## config.mk

```make
export PLATFORM = sky130hd
export DESIGN_NAME = worst_fit_block_allocator_flat
export DESIGN_NICKNAME = d
export VERILOG_FILES = /design/src/rtl/core/wfba_pkg.sv /design/src/rtl/core/wfba_ifaces.sv /design/src/rtl/core/wfba_ctrl.sv /design/src/rtl/core/wfba_datapath.sv /design/src/rtl/core/worst_fit_block_allocator.sv /design/src/flat_wrapper.sv
export SDC_FILE = /design/constraint.sdc
export NUM_CORES = 1
export LEC_CHECK = 0
export BUFFER_PORTS_ARGS = -buffer_cell sky130_fd_sc_hd__buf_2
export CORE_MARGIN = 3
export CORE_UTILIZATION = 56
export CTS_CLUSTER_DIAMETER = 200
export CTS_CLUSTER_SIZE = 30
export DETAILED_ROUTE_END_ITERATION = 10
export PLACE_DENSITY = 0.73
export SLEW_MARGIN = 20
export SYNTH_ARGS = -nofsm -noshare
export SYNTH_HDL_FRONTEND = slang
export SYNTH_SLANG_ARGS = --single-unit
```

## constraint.sdc

```tcl
create_clock -name clk -period 5 [get_ports clk]
set_input_delay 1 -clock clk [delete_from_list [all_inputs] [get_ports clk]]
set_output_delay 1 -clock clk [all_outputs]
set_load 0.01 [all_outputs]
```

## src/rtl/core/wfba_pkg.sv

```systemverilog
// Package for the worst-fit block allocator.
// Holds sizes, field widths, function codes and the controller/datapath structs.
// No dependencies.
`default_nettype none

package wfba_pkg;

  localparam int NUM_BLOCKS = 32;
  localparam int SIZE_BITS  = 16;
  localparam int IDX_BITS   = $clog2(NUM_BLOCKS);
  localparam int CNT_BITS   = 6;   // width of block_count, also holds NUM_BLOCKS

  localparam logic FUNC_LOAD  = 1'b0;
  localparam logic FUNC_ALLOC = 1'b1;

  typedef struct packed {
    logic load;    // write a block size, mark it free
    logic start;   // latch job size, clear best, rewind scan
    logic step;    // read the next block
    logic finish;  // mark winner used, load output register
  } wfba_cmd_t;

  typedef struct packed {
    logic scan_done;
    logic out_free;
  } wfba_status_t;

endpackage

`default_nettype wire

```

## src/rtl/core/wfba_ifaces.sv

```systemverilog
// Channel interfaces for the worst-fit block allocator: request and response.
// Depends on wfba_pkg.
`default_nettype none

interface wfba_req_if;
  logic                         valid;
  logic                         ready;
  logic                         func;
  logic [wfba_pkg::IDX_BITS-1:0]  block_index;
  logic [wfba_pkg::SIZE_BITS-1:0] size_value;

  modport source (output valid, func, block_index, size_value, input ready);
  modport sink   (input valid, func, block_index, size_value, output ready);
endinterface

interface wfba_rsp_if;
  logic                         valid;
  logic                         ready;
  logic                         found;
  logic [wfba_pkg::IDX_BITS-1:0]  chosen_block;
  logic [wfba_pkg::SIZE_BITS-1:0] leftover;

  modport source (output valid, found, chosen_block, leftover, input ready);
  modport sink   (input valid, found, chosen_block, leftover, output ready);
endinterface

`default_nettype wire

```

## src/rtl/core/wfba_ctrl.sv

```systemverilog
// Controller for the worst-fit block allocator: idle / scan / finish sequencing.
// Depends on wfba_pkg.
`default_nettype none

module wfba_ctrl (
  input  wire logic                   clk,
  input  wire logic                   rst,
  input  wire logic                   req_valid,
  input  wire logic                   req_func,
  output logic                        req_ready,
  input  wire wfba_pkg::wfba_status_t status,
  output wfba_pkg::wfba_cmd_t         cmd
);
  import wfba_pkg::*;

  typedef enum logic [1:0] {
    IDLE,
    SCAN,
    FINISH
  } state_t;

  state_t state;
  logic   accept;

  assign accept = req_valid && req_ready;

  always_comb begin
    cmd        = '0;
    cmd.load   = accept && (req_func == FUNC_LOAD);
    cmd.start  = accept && (req_func == FUNC_ALLOC);
    cmd.step   = (state == SCAN) && !status.scan_done;
    cmd.finish = (state == FINISH) && status.out_free;
  end

  always_ff @(posedge clk) begin
    if (rst) begin
      state     <= IDLE;
      req_ready <= 1'b1;
    end else begin
      unique case (state)
        IDLE: begin
          if (cmd.start) begin
            state     <= SCAN;
            req_ready <= 1'b0;
          end
        end
        SCAN: begin
          // last compare lands at this edge
          if (status.scan_done) state <= FINISH;
        end
        FINISH: begin
          if (status.out_free) begin
            state     <= IDLE;
            req_ready <= 1'b1;
          end
        end
        default: begin
          state     <= IDLE;
          req_ready <= 1'b1;
        end
      endcase
    end
  end

endmodule

`default_nettype wire

```

## src/rtl/core/wfba_datapath.sv

```systemverilog
// Datapath for the worst-fit block allocator: size memory, used flags,
// scan counter, best-fit tracking and the output register. Depends on wfba_pkg.
`default_nettype none

module wfba_datapath (
  input  wire logic                           clk,
  input  wire logic                           rst,
  input  wire logic                           cfg_we,
  input  wire logic [wfba_pkg::CNT_BITS-1:0]  cfg_wdata,
  input  wire logic [wfba_pkg::IDX_BITS-1:0]  req_block_index,
  input  wire logic [wfba_pkg::SIZE_BITS-1:0] req_size_value,
  input  wire wfba_pkg::wfba_cmd_t            cmd,
  output wfba_pkg::wfba_status_t              status,
  output logic                                rsp_valid,
  input  wire logic                           rsp_ready,
  output logic                                rsp_found,
  output logic [wfba_pkg::IDX_BITS-1:0]       rsp_chosen_block,
  output logic [wfba_pkg::SIZE_BITS-1:0]      rsp_leftover
);
  import wfba_pkg::*;

  logic [SIZE_BITS-1:0] size_mem [NUM_BLOCKS];
  logic [NUM_BLOCKS-1:0] used;

  logic [CNT_BITS-1:0]  block_count;
  logic [CNT_BITS-1:0]  limit;
  logic [CNT_BITS-1:0]  scan_idx;
  logic [SIZE_BITS-1:0] job_size;
  logic [SIZE_BITS-1:0] rd_data;
  logic                 cmp_valid;
  logic [IDX_BITS-1:0]  cmp_idx;
  logic                 have;
  logic [IDX_BITS-1:0]  best_idx;
  logic [SIZE_BITS-1:0] best_left;
  logic [SIZE_BITS-1:0] left;
  logic                 fits;
  logic                 take;

  always_ff @(posedge clk) begin
    if (rst) block_count <= '0;
    else if (cfg_we) block_count <= cfg_wdata;
  end

  assign limit = (block_count > CNT_BITS'(NUM_BLOCKS)) ? CNT_BITS'(NUM_BLOCKS) : block_count;

  assign status.scan_done = (scan_idx >= limit);
  assign status.out_free  = !rsp_valid || rsp_ready;

  // size memory: one write port for loads, one registered read port for the scan
  always_ff @(posedge clk) begin
    if (cmd.load) size_mem[req_block_index] <= req_size_value;
    if (cmd.step) rd_data <= size_mem[scan_idx[IDX_BITS-1:0]];
  end

  always_ff @(posedge clk) begin
    if (rst) begin
      used <= '0;
    end else if (cmd.load) begin
      used[req_block_index] <= 1'b0;
    end else if (cmd.finish && have) begin
      used[best_idx] <= 1'b1;
    end
  end

  assign left = rd_data - job_size;
  assign fits = cmp_valid && !used[cmp_idx] && (rd_data >= job_size);
  assign take = fits && (!have || (left > best_left));

  always_ff @(posedge clk) begin
    if (rst) begin
      scan_idx  <= '0;
      cmp_valid <= 1'b0;
      have      <= 1'b0;
    end else begin
      cmp_valid <= cmd.step;
      if (cmd.start) begin
        scan_idx <= '0;
        have     <= 1'b0;
      end else begin
        if (cmd.step) scan_idx <= scan_idx + CNT_BITS'(1);
        if (take) have <= 1'b1;
      end
    end
  end

  always_ff @(posedge clk) begin
    if (cmd.start) job_size <= req_size_value;
    if (cmd.step) cmp_idx <= scan_idx[IDX_BITS-1:0];
    if (take) begin
      best_idx  <= cmp_idx;
      best_left <= left;
    end
  end

  // output register
  always_ff @(posedge clk) begin
    if (rst) begin
      rsp_valid <= 1'b0;
    end else if (cmd.finish) begin
      rsp_valid <= 1'b1;
    end else if (rsp_ready) begin
      rsp_valid <= 1'b0;
    end
  end

  always_ff @(posedge clk) begin
    if (cmd.finish) begin
      rsp_found        <= have;
      rsp_chosen_block <= have ? best_idx : '0;
      rsp_leftover     <= have ? best_left : '0;
    end
  end

endmodule

`default_nettype wire

```

## src/rtl/core/worst_fit_block_allocator.sv

```systemverilog
// Worst-fit block allocator, top level.
// Usage:
//   req channel: func selects load (write block_index's size, mark it free) or
//   allocate (size_value is the job size). rsp channel: one transfer per
//   allocate, none per load: found, chosen_block, leftover.
//   cfg_we/cfg_wdata write block_count (blocks scanned from index 0, capped at 32);
//   write it only while the block is idle.
// Timing:
//   A load leaves req ready high; the next request is accepted on the following cycle.
//   An allocate scans one block per cycle through the size memory's single read
//   port, then loads the result into the output register; no new request is
//   accepted until that result has been loaded.
//   The result sits in an output register; while rsp is stalled the block still
//   accepts loads and runs the next scan, and holds that result until the
//   register frees up.
// Reset (rst, synchronous): block_count = 0, all blocks free, no result pending.
//   Block sizes are not cleared; load a block before it falls in the scan range.
// Depends on wfba_pkg, wfba_ifaces, wfba_ctrl, wfba_datapath.
`default_nettype none

module worst_fit_block_allocator (
  input  wire logic                          clk,
  input  wire logic                          rst,
  input  wire logic                          cfg_we,
  input  wire logic [wfba_pkg::CNT_BITS-1:0] cfg_wdata,
  wfba_req_if.sink                           req,
  wfba_rsp_if.source                         rsp
);
  import wfba_pkg::*;

  wfba_cmd_t    cmd;
  wfba_status_t status;

  wfba_ctrl u_ctrl (
    .clk       (clk),
    .rst       (rst),
    .req_valid (req.valid),
    .req_func  (req.func),
    .req_ready (req.ready),
    .status    (status),
    .cmd       (cmd)
  );

  wfba_datapath u_datapath (
    .clk              (clk),
    .rst              (rst),
    .cfg_we           (cfg_we),
    .cfg_wdata        (cfg_wdata),
    .req_block_index  (req.block_index),
    .req_size_value   (req.size_value),
    .cmd              (cmd),
    .status           (status),
    .rsp_valid        (rsp.valid),
    .rsp_ready        (rsp.ready),
    .rsp_found        (rsp.found),
    .rsp_chosen_block (rsp.chosen_block),
    .rsp_leftover     (rsp.leftover)
  );

endmodule

`default_nettype wire
```

## src/flat_wrapper.sv

```systemverilog
// flat-port wrapper written by rule: the top's interface ports become plain ports
module worst_fit_block_allocator_flat import wfba_pkg::*;
  (clk, rst, cfg_we, cfg_wdata, req_valid, req_func, req_block_index, req_size_value, req_ready, rsp_valid, rsp_found, rsp_chosen_block, rsp_leftover, rsp_ready);
  wfba_req_if req_i ();
  wfba_rsp_if rsp_i ();
  input  wire logic clk;
  input  wire logic rst;
  input  wire logic cfg_we;
  input  wire logic [wfba_pkg::CNT_BITS-1:0] cfg_wdata;
  input wire logic [$bits(req_i.valid)-1:0] req_valid;
  input wire logic [$bits(req_i.func)-1:0] req_func;
  input wire logic [$bits(req_i.block_index)-1:0] req_block_index;
  input wire logic [$bits(req_i.size_value)-1:0] req_size_value;
  output wire logic [$bits(req_i.ready)-1:0] req_ready;
  output wire logic [$bits(rsp_i.valid)-1:0] rsp_valid;
  output wire logic [$bits(rsp_i.found)-1:0] rsp_found;
  output wire logic [$bits(rsp_i.chosen_block)-1:0] rsp_chosen_block;
  output wire logic [$bits(rsp_i.leftover)-1:0] rsp_leftover;
  input wire logic [$bits(rsp_i.ready)-1:0] rsp_ready;
  assign req_i.valid = req_valid;
  assign req_i.func = req_func;
  assign req_i.block_index = req_block_index;
  assign req_i.size_value = req_size_value;
  assign req_ready = req_i.ready;
  assign rsp_valid = rsp_i.valid;
  assign rsp_found = rsp_i.found;
  assign rsp_chosen_block = rsp_i.chosen_block;
  assign rsp_leftover = rsp_i.leftover;
  assign rsp_i.ready = rsp_ready;
  worst_fit_block_allocator u_core (.clk(clk), .rst(rst), .cfg_we(cfg_we), .cfg_wdata(cfg_wdata), .req(req_i), .rsp(rsp_i));
endmodule
```

==> metrics.csv <==
stage;metric;value;unit
worst_setup_path;cp_common_cell;ha_1;
placed_design;place_hpwl;32000;um
cells_and_area;synthToLayoutAreaGrowth;7.52;%
route;routed_wirelength;53700;um
min_path;hp-class;flip-flop to flip-flop;
clocking;clkSinkCount;642;
floorplan;die_x;220;um
global_route;overflow;0;
cells_and_area;final_nets;1479;
clocking;clkTransAtPathRegs;0.12;ns
clocking;cts_root_buffer;clkbuf_16;
pwr;peakVddDrop;0.235;mV
synth;yosys_warnings;0;
worst_setup_path;slowest_delay;0.48;ns
placed_design;pre_cts_ws;0.655;ns
timing;skew;0.0362;ns
route;route.detailed.drc;0;
worst_setup_path;critPathKind;flip-flop to flip-flop;
global_route;grt_pass1_wl;80700;um
pwr;p_leak;8.58;nW
clocking;cts_tree;built;
timing;fin_crit;4.39;ns
route;drt_iter0_drc;1294;
synth;syn_nets;1411;
timing;tightest_slew;1.00;ns
worst_setup_path;start_kind;flip-flop;
timing;finalSetupTns;0;ns
worst_setup_path;slowest_stage;o21ai_0;
worst_setup_path;timing.rr.end;u_core.u_datapath.best_left[14];
cells_and_area;mostFrequentLayoutCells;edfxtp_1 (592), mux4_2 (168), buf_2 (56), a21oi_1 (55), nand2_1 (54);
floorplan;initial_core_util;57.4;%
route;via_per_inst;6.31;
worst_setup_path;cp_cell_sequence;ha_1 > fa_1 > nor2b_1 > o31a_1 > o21ai_1 > o21ai_0 > nor3_1 > a311oi_1 > ha_1 > and3_1 > nand4_1 > nor4_1 > nor4bb_4 > buf_4;
synth;async_flop_share;0;%
worst_setup_path;r2r_start;u_core.u_datapath.job_size[0];
synth;ys_seq_area_share;73.1;%
synth;syn-instance-count;1338;
floorplan;dieArea;48500;um^2
clocking;cts_buffers;25;
flow_run;maxCapViolations;0;
synth;syn_area;25700;um^2
route;ant_nets;0;
timing;hold_viol_final;0;
worst_setup_path;worst_r2r_path_depth;14;
pwr;sw_frac_of_total;20.3;%
clocking;hold_buffers;0;
route;wire_per_inst;26.6;um
run_status;status;complete, no violations;
worst_setup_path;critPathArrivalTime;4.68;ns
clocking;cts_setup_buffers;0;
timing;finalCritPeriodShare;87.8;%
route;vias;12700;
worst_setup_path;required;5.30;ns
floorplan;io_pins;57;
pwr;power.share.combinational;4.9;%
synth;yosysTopAreaCell;edfxtp_1;
clocking;clockBufferDepth;3;
clocking;clock_latency;0.60;ns
floorplan;row_count;77;
worst_setup_path;r2r_slack;0.61;ns
pwr;power.switching;1.80;mW
global_route;antenna_found_initial;2;
pwr;p_per_area;319;nW/um^2
min_path;hold_path_depth;2;
worst_setup_path;worst-path-max-fanout;16;
placed_design;numPortBuffers;56;
timing;rsz0062_at_grt;false;
clocking;htreeDepth;1;
synth;ys.flop_type;edfxtp_1;
floorplan;core;44800;um^2
global_route;grt_pass1_vias;12800;
worst_setup_path;worst-path-buf-inv;1;
global_route;grt_max_degree;133;
synth;synth_edf_count;592;
synth;ys_types;55;
pwr;p_seq_share;67.0;%
synth;synth.ff_latch_count;642;
pwr;cellInternalPower;7.03;mW
worst_setup_path;path_delay_family;compound AO/OA/AOI/OAI gates;
placed_design;gp_congestion;0.868;
cells_and_area;layout_commonest_cell;edfxtp_1;
cells_and_area;final_layout_size_suffix_gt1_share;24.6;%
global_route;grtUsageTotal;22.8;%
timing;clock.fmax;228;MHz
floorplan;die_y;220;um
pwr;clkPwrFrac;28.1;%
min_path;hp-start;u_core.u_datapath.used[21];
timing;setup-violations-final;0;
synth;synth.avg_cell_area;19.2;um^2
timing;fin_ws;0.612;ns
synth;synthTopCellsByArea;edfxtp_1 (69%), mux4_2 (15%), dfxtp_1 (3.9%);
synth;synth_top_area_share;69.2;%
route;first_pass_iters;6;
min_path;holdPathEnd;u_core.u_datapath.used[21];
timing;report.final.slew_viol_count;0;
worst_setup_path;cp-end-kind;flip-flop;
timing;max-slew-margin-rel;33.1;%
clocking;ctsResizeCount;0;
==> cell usage after synthesis, drive strengths merged (6+ instances only) <==
cell	count
nand2b	8
edfxtp	592
mux2i	9
inv	40
dfxtp	50
nor2	75
nor3	6
o21ai	46
or3	6
and2	8
mux2	17
nand3	15
clkbuf	34
buf	25
xnor2	7
ha	39
nand3b	7
mux4	168
nor2b	9
nand2	54
a21oi	55
a21o	7
==> power groups by stage <==
stage / clock network [mW] / logic, mW / registers, mW
2_1_floorplan: 0 / 0.264 / 6.03
3_3_place_gp: 0 / 0.416 / 6.03
3_5_place_dp: 0 / 0.431 / 6.04
4_1_cts: 2.55 / 0.432 / 5.91
5_1_grt: 2.73 / 0.472 / 5.92
6_report: 2.48 / 0.429 / 5.91
==> flip-flops by register name, indices dropped and copies added, names as in the netlist <==
signal and flops:
u_core.u_datapath.best_idx 5, u_core.u_datapath.rd_data 16, u_core.u_ctrl.req_ready 1, u_core.u_datapath.rsp_leftover 16
u_core.u_datapath.scan_idx 6, u_core.u_datapath.size_mem 512, u_core.u_datapath.rsp_chosen_block 5, u_core.u_datapath.cmp_idx 5
u_core.u_datapath.job_size 16, u_core.u_datapath.used 32, u_core.u_ctrl.state 2, u_core.u_datapath.best_left 16
u_core.u_datapath.have 1, u_core.u_datapath.block_count 6, u_core.u_datapath.rsp_valid 1, u_core.u_datapath.cmp_valid 1
u_core.u_datapath.rsp_found 1
==> worst max path at each step <==
stage	end	from	depth (start not counted)
after CTS	u_core.u_datapath.best_left[1]	u_core.u_datapath.job_size[0]	14
after detailed placement	u_core.u_datapath.best_left[11]	u_core.u_datapath.job_size[0]	14
after global routing	u_core.u_datapath.best_left[14]	u_core.u_datapath.job_size[0]	14
after floorplan	u_core.u_datapath.best_idx[0]	u_core.u_datapath.job_size[0]	13
final	u_core.u_datapath.best_left[14]	u_core.u_datapath.job_size[0]	14
after global placement	u_core.u_datapath.best_idx[4]	u_core.u_datapath.job_size[0]	14
==> cell families (layout without fill, tap and decap cells) <==
family                     after synthesis  after routing  synth area share (%)
and+or+nand+nor                        213            213                  3.97
AOI/OAI and AO/OA                      140            140                  3.18
adders and majority gates               40             40                  1.98
buffers and inverters                  100            186                  1.66
muxes                                  194            194                  15.8
other                                    0              2                     0
DFF                                    642            642                  73.1
xor gates and xnor gates                 9              9                 0.307
==> layout make-up <==
| type | instances | area, um^2 |
|---|---|---|
| tap | 592 | 741 |
| antenna | 2 | 5.00 |
| clock buffer | 44 | 697 |
| inverter | 41 | 154 |
| timing repair buffer | 100 | 636 |
| fill | 3121 | 17200 |
| sequential | 642 | 18800 |
| multi-input combinational | 596 | 6590 |
| clock inverter | 1 | 20.0 |
==> worst min-delay path: cells and delay by family, from the launching register on <==
kind,cells,cell delay (ns)
AO/OA/AOI/OAI,2,0.12
flip-flops,1,0.32
==> metal layers <==
layer | global-route usage, % | wire length, um
met1 | 33.0 | 22200
met2 | 36.9 | 25900
met3 | 3.01 | 3940
met4 | 7.36 | 1730
met5 | 0 | 0
==> through the flow <==
stage | instances | utilization, % | power, mW | cell area [um^2] | hold slack, ns
2_1_floorplan | 1338 | - | 6.30 | 25700 | 0.421
3_3_place_gp | 1971 | 60.0 | 6.45 | 26900 | 0.459
3_5_place_dp | 1971 | 60.0 | 6.47 | 26900 | 0.466
4_1_cts | 2016 | 61.6 | 8.89 | 27600 | 0.482
5_1_grt | 2016 | 61.7 | 9.12 | 27600 | 0.503
6_report | 2018 | 61.7 | 8.83 | 27600 | 0.484
No activity file was read; power rests on OpenSTA's default activity.
